**src/sv/gblur_pkg.sv**
```systemverilog
// shared types, constants and kernel weights for the 5x5 gaussian blur
package gblur_pkg;

  // frame geometry and line storage
  localparam int MAX_WIDTH  = 2048;
  localparam int LINES_KEPT = 5;
  localparam int KSIZE      = 5;
  localparam int HALF       = KSIZE / 2;
  localparam int CH         = 3;
  localparam int PIX_BITS   = 8;

  // derived widths
  localparam int COL_W  = $clog2(MAX_WIDTH);
  localparam int EW_W   = $clog2(MAX_WIDTH + 1);
  localparam int SLOT_W = $clog2(LINES_KEPT);
  localparam int IDX_W  = $clog2(KSIZE);
  localparam int DXY_W  = $clog2(HALF + 1);

  // field and register widths
  localparam int FW_W      = 12;
  localparam int FH_W      = 16;
  localparam int ROW_W     = 16;
  localparam int OUT_COL_W = 11;
  localparam int CFG_W     = 16;
  localparam int CFG_IDX_W = 2;

  // register reset values
  localparam int FRAME_WIDTH_RST  = 640;
  localparam int FRAME_HEIGHT_RST = 480;

  // arithmetic widths: one kernel row peaks at 255*107, the full sum at 255*273
  localparam int ROW_SUM_W = 15;
  localparam int SUM_W     = 17;

  // divide by 273 as multiply by ceil(2^25/273), exact for sums up to 69615
  localparam int DIV_MUL_W = 17;
  localparam int DIV_MUL   = 122911;
  localparam int DIV_SHIFT = 25;
  localparam int PROD_W    = SUM_W + DIV_MUL_W;

  // kernel weights, sum 273
  localparam int KERN_WT [KSIZE][KSIZE] = '{
    '{1,  4,  7,  4, 1},
    '{4, 16, 26, 16, 4},
    '{7, 26, 41, 26, 7},
    '{4, 16, 26, 16, 4},
    '{1,  4,  7,  4, 1}
  };

  // pixel: channel 0 blue, 1 green, 2 red
  typedef logic [PIX_BITS-1:0] chan_t;
  typedef chan_t [CH-1:0] pix_t;
  typedef pix_t [KSIZE-1:0] pcol_t;
  typedef pcol_t [KSIZE-1:0] win_t;

  // coordinates and end-of-run mark that travel with one result
  typedef struct packed {
    logic [ROW_W-1:0]     row;
    logic [OUT_COL_W-1:0] col;
    logic                 last;
  } tag_t;

  // channel payloads
  typedef struct packed {
    logic [PIX_BITS-1:0] blue_in;
    logic [PIX_BITS-1:0] green_in;
    logic [PIX_BITS-1:0] red_in;
  } in_item_t;

  typedef struct packed {
    logic [PIX_BITS-1:0]  blue_out;
    logic [PIX_BITS-1:0]  green_out;
    logic [PIX_BITS-1:0]  red_out;
    logic [ROW_W-1:0]     out_row;
    logic [OUT_COL_W-1:0] out_col;
    logic                 run_last;
  } out_item_t;

  // configuration register indexes
  typedef enum logic [CFG_IDX_W-1:0] {
    CFG_FRAME_WIDTH  = 2'd0,
    CFG_FRAME_HEIGHT = 2'd1
  } cfg_reg_e;

endpackage

```
**src/sv/gblur_conv.sv**
```systemverilog
// weighted 5x5 sum per channel and divide by 273, four register stages
module gblur_conv (
  input  logic                 clk,
  input  logic                 rst_n,
  input  logic                 adv,
  input  logic                 win_valid,
  input  gblur_pkg::win_t      win,
  input  gblur_pkg::tag_t      win_tag,
  output logic                 out_valid,
  output gblur_pkg::out_item_t out_data
);

  localparam int Ks    = gblur_pkg::KSIZE;
  localparam int Ch    = gblur_pkg::CH;
  localparam int RsW   = gblur_pkg::ROW_SUM_W;
  localparam int SumW  = gblur_pkg::SUM_W;
  localparam int ProdW = gblur_pkg::PROD_W;
  localparam int PixB  = gblur_pkg::PIX_BITS;
  localparam int Shift = gblur_pkg::DIV_SHIFT;

  // stage registers
  logic            a_valid_r, b_valid_r, c_valid_r, o_valid_r;
  gblur_pkg::win_t a_win_r;
  gblur_pkg::tag_t a_tag_r, b_tag_r, c_tag_r;
  logic [RsW-1:0]  b_rsum_r [Ch][Ks];
  logic [RsW-1:0]  rsum_nxt [Ch][Ks];
  logic [SumW-1:0] c_sum_r  [Ch];
  logic [SumW-1:0] sum_nxt  [Ch];
  logic [ProdW-1:0] prod    [Ch];
  gblur_pkg::out_item_t o_data_r;
  gblur_pkg::out_item_t o_data_nxt;

  // valid bits move together whenever the output side can advance
  always_ff @(posedge clk) begin
    if (!rst_n) begin
      a_valid_r <= 1'b0;
      b_valid_r <= 1'b0;
      c_valid_r <= 1'b0;
      o_valid_r <= 1'b0;
    end else if (adv) begin
      a_valid_r <= win_valid;
      b_valid_r <= a_valid_r;
      c_valid_r <= b_valid_r;
      o_valid_r <= c_valid_r;
    end
  end

  // weighted sum along each kernel row
  always_comb begin
    for (int c = 0; c < Ch; c++) begin
      for (int kr = 0; kr < Ks; kr++) begin
        rsum_nxt[c][kr] = '0;
        for (int kc = 0; kc < Ks; kc++) begin
          rsum_nxt[c][kr] = rsum_nxt[c][kr] +
            RsW'(a_win_r[kr][kc][c]) * RsW'(gblur_pkg::KERN_WT[kr][kc]);
        end
      end
    end
  end

  // add the row sums
  always_comb begin
    for (int c = 0; c < Ch; c++) begin
      sum_nxt[c] = '0;
      for (int kr = 0; kr < Ks; kr++) begin
        sum_nxt[c] = sum_nxt[c] + SumW'(b_rsum_r[c][kr]);
      end
    end
  end

  // reciprocal multiply gives the truncated quotient
  always_comb begin
    for (int c = 0; c < Ch; c++) begin
      prod[c] = ProdW'(c_sum_r[c]) * ProdW'(gblur_pkg::DIV_MUL);
    end
    o_data_nxt.blue_out  = prod[0][Shift +: PixB];
    o_data_nxt.green_out = prod[1][Shift +: PixB];
    o_data_nxt.red_out   = prod[2][Shift +: PixB];
    o_data_nxt.out_row   = c_tag_r.row;
    o_data_nxt.out_col   = c_tag_r.col;
    o_data_nxt.run_last  = c_tag_r.last;
  end

  // payload registers
  always_ff @(posedge clk) begin
    if (adv) begin
      a_win_r  <= win;
      a_tag_r  <= win_tag;
      b_rsum_r <= rsum_nxt;
      b_tag_r  <= a_tag_r;
      c_sum_r  <= sum_nxt;
      c_tag_r  <= b_tag_r;
      o_data_r <= o_data_nxt;
    end
  end

  assign out_valid = o_valid_r;
  assign out_data  = o_data_r;

endmodule

```
**config.mk**
```make
export PLATFORM = sky130hd
export DESIGN_NAME = gblur_conv
export DESIGN_NICKNAME = d
export VERILOG_FILES = /design/src/sv/gblur_pkg.sv /design/src/sv/gblur_conv.sv
export SDC_FILE = /design/constraint.sdc
export NUM_CORES = 2
export LEC_CHECK = 0
export ABC_AREA = 1
export BUFFER_PORTS_ARGS = -buffer_cell sky130_fd_sc_hd__clkbuf_2
export CORE_UTILIZATION = 50
export DETAILED_ROUTE_END_ITERATION = 16
export GPL_ROUTABILITY_DRIVEN = 0
export HOLD_SLACK_MARGIN = 0.12
export PLACE_DENSITY_LB_ADDON = 0.3
export SKIP_CTS_REPAIR_TIMING = 1
export SLEW_MARGIN = 15
export SYNTH_ARGS = -nofsm -noshare
export SYNTH_HDL_FRONTEND = slang
export SYNTH_SLANG_ARGS = --single-unit
```
**constraint.sdc**
```tcl
create_clock -name clk -period 11.1 [get_ports clk]
set_input_delay 0.555 -clock clk [delete_from_list [all_inputs] [get_ports clk]]
set_output_delay 0.555 -clock clk [all_outputs]
set_load 0.005 [all_outputs]
```
# After elaboration in Yosys (flattened, before gate mapping)
# Index checks and enable logic that the tools add are counted.
[classes]
addsub = 72
n_mul = 30
[ops]
columns = ["cell", "n"]
rows = [
  ["$mul A8 B4 Y12 const B", 12],
  ["$mul A8 B3 Y11 const B", 12],
  ["$add A17 B15 Y17", 6],
  ["$mul A17 B17 Y33 const B", 3],
  ["$add A14 B12 Y15", 6],
  ["$add A15 B10 Y15", 6],
  ["$add A13 B13 Y14", 6],
  ["$add A13 B8 Y14", 6],
  ["$add A10 B12 Y13", 6],
  ["$add A12 B10 Y13", 6],
  ["$add A11 B11 Y12", 6],
  ["$add A8 B10 Y11", 6],
  ["$add A16 B15 Y17", 3],
  ["$add A15 B15 Y16", 3],
  ["$add A14 B14 Y15", 3],
  ["$add A15 B11 Y15", 3],
  ["$add A15 B13 Y15", 3],
  ["$add A11 B13 Y14", 3],
  ["$mul A8 B6 Y14 const B", 3],
]
[word_totals]
regBits = 1016

# Logic depth before layout (Yosys ltp)
[depth]
word_depth = 5
mapped_depth = 27
ltp_nobuf = 27

# Worst setup path after synthesis
# Ideal clock, no wire load.
[synth_timing]
kind = "register to register"
from = "register a_win_r[268] (netlist name)"
to = "register b_rsum_r[193] (netlist name), data pin"
setup_ns = 0.265
arrival_time_ns = 5.530
t_required_ns = 10.835
path_slack_ns = 5.305
path_stages_with_launch = 24
path_cell_list = "edfxtp_1 -> ha_1 -> inv_1 -> fa_1 -> inv_1 -> ha_1 -> a21oi_1 -> o21ai_0 -> a41oi_1 -> xor2_1 -> ha_1 -> or2_2 -> fa_1 -> inv_1 -> fa_1 -> inv_1 -> fa_1 -> fa_1 -> ha_1 -> a21oi_1 -> o21bai_1 -> a21oi_1 -> o21ai_0 -> xor2_1"
[synth_lines]
columns = ["item", "line_no", "text"]
rows = [
  ["start: declaration", "gblur_conv.sv:23", "gblur_pkg::win_t a_win_r;"],
  ["start signal: assignment", "gblur_conv.sv:87", "a_win_r <= win;"],
  ["end signal: assignment", "gblur_conv.sv:89", "b_rsum_r <= rsum_nxt;"],
  ["end: declaration", "gblur_conv.sv:25", "logic [RsW-1:0] b_rsum_r [Ch][Ks];"],
]

==> out/results.ini <==
[run_status]
status = completed

[placement]
post-dp-hpwl_um = 148000
numPortBuffers = 684

[yosys]
synth_top_area_cell = edfxtp_1
muxShareOfSynthArea = 0
synth_area_leaders = edfxtp_1, fa_1, ha_1
ys_async_sr_fraction = 0
yosysWarnings = 0
netlist_top_cells_count = inv_1, ha_1, edfxtp_1
syn_area_mm2 = 0.0788
synth_area_per_cell_um2 = 11.9
synth_top_area_share = 0.379
synth.distinct_cells = 47
yosys.area_share.simple = 0.0550
yosys.area_share.adder = 0.411
synth_edf_count = 994
syn_inst = 6640
synth_top_family_by_area = adder cells
yosysSeqAreaShare = 0.380
synth_compound_area_frac = 0.0437
synth_xor_xnor_area_share = 0.0277
synth_most_common_cell = inv_1
synth-seq-cells = 998
postSynthNetCount = 9286
yosys_most_used_dff = edfxtp_1

[grt]
grt_pass1_wl_um = 272000
grt_pass1_vias = 50600
track_usage = 0.223
grt_max_degree = 175
overflow = 0
antenna_found_initial = 22

[setup_path]
regToRegStartpoint = a_win_r[268]
path_cells = ha_1 > inv_1 > fa_1 > inv_1 > ha_1 > a21oi_1 > o21ai_0 > a41oi_1 > xor2_1 > ha_1 > or2_2 > fa_1 > inv_1 > fa_1 > inv_1 > fa_1 > fa_1 > ha_1 > a21oi_1 > o21bai_1 > a21oi_1 > o21ai_0 > xor2_1
required_ns = 11.56
worstPathArrival_ns = 6.80
critPathKind = register to register
cp-start-kind = register
worst_path_most_repeated_cell = fa_1
r2r-end = b_rsum_r[193]
cpPeakStageDelay_ns = 0.55
crit_path_end_kind = register
r2r_slack_ns = 4.76
rr_worst_depth = 23
worst-path-max-fanout = 5
crit_slowest_cell = fa_1

[clock_tree]
cts_root_buffer = clkbuf_16
tritoncts = done
numCtsBuffers = 111
worstSkewPairLatency_ns = 0.77
htree_levels = 3
clockBufferDepth = 3
clk_pin_slew_worst_paths_ns = 0.06
cts.sinks = 998

[min_path]
min_to = a_win_r[414]
min_from = win[414]
hold_path_class = input port to register
hold_path_depth = 1

[cells_and_area]
syn_to_final_growth_pct = 20.4
nets = 10700
nFillCells = 12100
seqCellArea_mm2 = 0.0299
multi_input_area_mm2 = 0.0423
drive_above_1_share = 0.111

[die]
die_height_um = 399
ios = 685
rows = 145
die_area_mm2 = 0.159
die_w_um = 399
core-area_mm2 = 0.156
start_util = 0.504

[route]
avgViaCountPerCell = 5.00
dr.pass1.iters = 8
ant_nets = 0
totalWireLength_um = 189000
drc_errors = 0
via_count = 51100
drt_iter0_drc = 3147
wl_per_cell_um = 18.5

[sta]
timing.final.max_slew_violations = 0
hold_violations = 0
setup_violations = 0
tightest_slew_ns = 1.17
rsz0062_at_grt = false
max_freq_mhz = 158
skew_ns = 0.0702
period_minus_slack_ns = 6.34
finalCritPeriodShare = 0.571
slew_headroom = 0.219
fin_tns_setup_ns = 0

[job]
max_cap_violations = 0

==> logic make-up (layout without fill, tap and decap cells) <==
group | count (synthesis) | after routing
adder cells (fa/ha/maj) | 2014 | 2014
XOR/XNOR | 249 | 249
AND/OR/NAND/NOR | 1027 | 1027
flip-flops | 998 | 998
AO/OA/AOI/OAI | 609 | 609
buffers and inverters | 1743 | 3264
other | 0 | 13
==> worst max-delay path by stage <==
stage	startpoint	endpoint	slack [ns]	depth (start not counted)
floorplan	a_win_r[268]	b_rsum_r[193]	5.31	23
global placement	a_win_r[268]	b_rsum_r[193]	5.04	23
detailed placement	a_win_r[276]	b_rsum_r[116]	4.82	21
CTS	a_win_r[268]	b_rsum_r[193]	4.82	23
global route	a_win_r[268]	b_rsum_r[193]	4.46	23
finish	a_win_r[268]	b_rsum_r[193]	4.76	23
==> area by class of cell <==
class / instances / share of cell area
clock inverter: 68 / 0.00829
tap: 2058 / 0.0271
clock buffer: 130 / 0.0300
timing repair buffer: 1323 / 0.104
sequential: 998 / 0.315
multi-input combinational: 3899 / 0.446
antenna: 13 / 0.000343
inverter: 1743 / 0.0690
==> through the flow <==
| step | cells | hold WS, ns | setup slack, ns | instance area, µm² | util |
|---|---|---|---|---|---|
| 2_1_floorplan | 6640 | 0.400 | 5.31 | 78800 | - |
| 3_3_place_gp | 9392 | 0.400 | 5.04 | 84900 | 0.543 |
| 3_5_place_dp | 9392 | 0.405 | 4.82 | 84900 | 0.543 |
| 4_1_cts | 9590 | -0.118 | 4.82 | 88600 | 0.566 |
| 5_1_grt | 10200 | 0.198 | 4.46 | 94900 | 0.607 |
| 6_report | 10200 | 0.254 | 4.76 | 94900 | 0.607 |
==> layer usage <==
layer / GRT usage / vias to the layer above / routed length [µm]
met4: 0.0767 / 0 / 6950
met2: 0.385 / 1366 / 96200
li1: - / 24300 / -
met1: 0.283 / 25200 / 76600
met3: 0.0396 / 299 / 9130
met5: 0 / - / 0
==> flip-flops by register name, summed over array words and instances, names as in the netlist <==
signal     count
a_valid_r      1
out_valid      1
b_tag_r       28
c_valid_r      1
a_win_r      600
b_rsum_r     207
c_tag_r       28
b_valid_r      1
c_sum_r       51
a_tag_r       28
out_data      52
==> cell usage in the layout (no fill, tap or decap), types with 24 or more instances in the layout <==
cell type | netlist | final
a21o_1 | 26 | 26
a21oi_1 | 350 | 350
clkbuf_16 | 0 | 111
clkbuf_2 | 0 | 683
dlygate4sd3_1 | 0 | 629
edfxtp_1 | 994 | 994
fa_1 | 957 | 957
ha_1 | 1057 | 1057
inv_1 | 1737 | 1737
nand2_1 | 564 | 564
nand3_1 | 139 | 139
nand4_1 | 43 | 43
nor2_1 | 198 | 198
nor3_1 | 45 | 45
o211ai_1 | 30 | 30
o21ai_0 | 103 | 103
o21bai_1 | 24 | 24
xnor2_1 | 73 | 73
xor2_1 | 176 | 176
==> critical path, delay by kind of cell, from the launching register on <==
family	cells	cell delay [ns]
fa+ha+maj	9	3.69
compound gates	7	1.14
flops	1	0.48
simple gates	1	0.31
xor+xnor	2	0.27
buf+inv	4	0.21
Power is left out: the tool's default activity adds up to more than one toggle a clock period on the data nets, which glitch-free logic cannot reach.
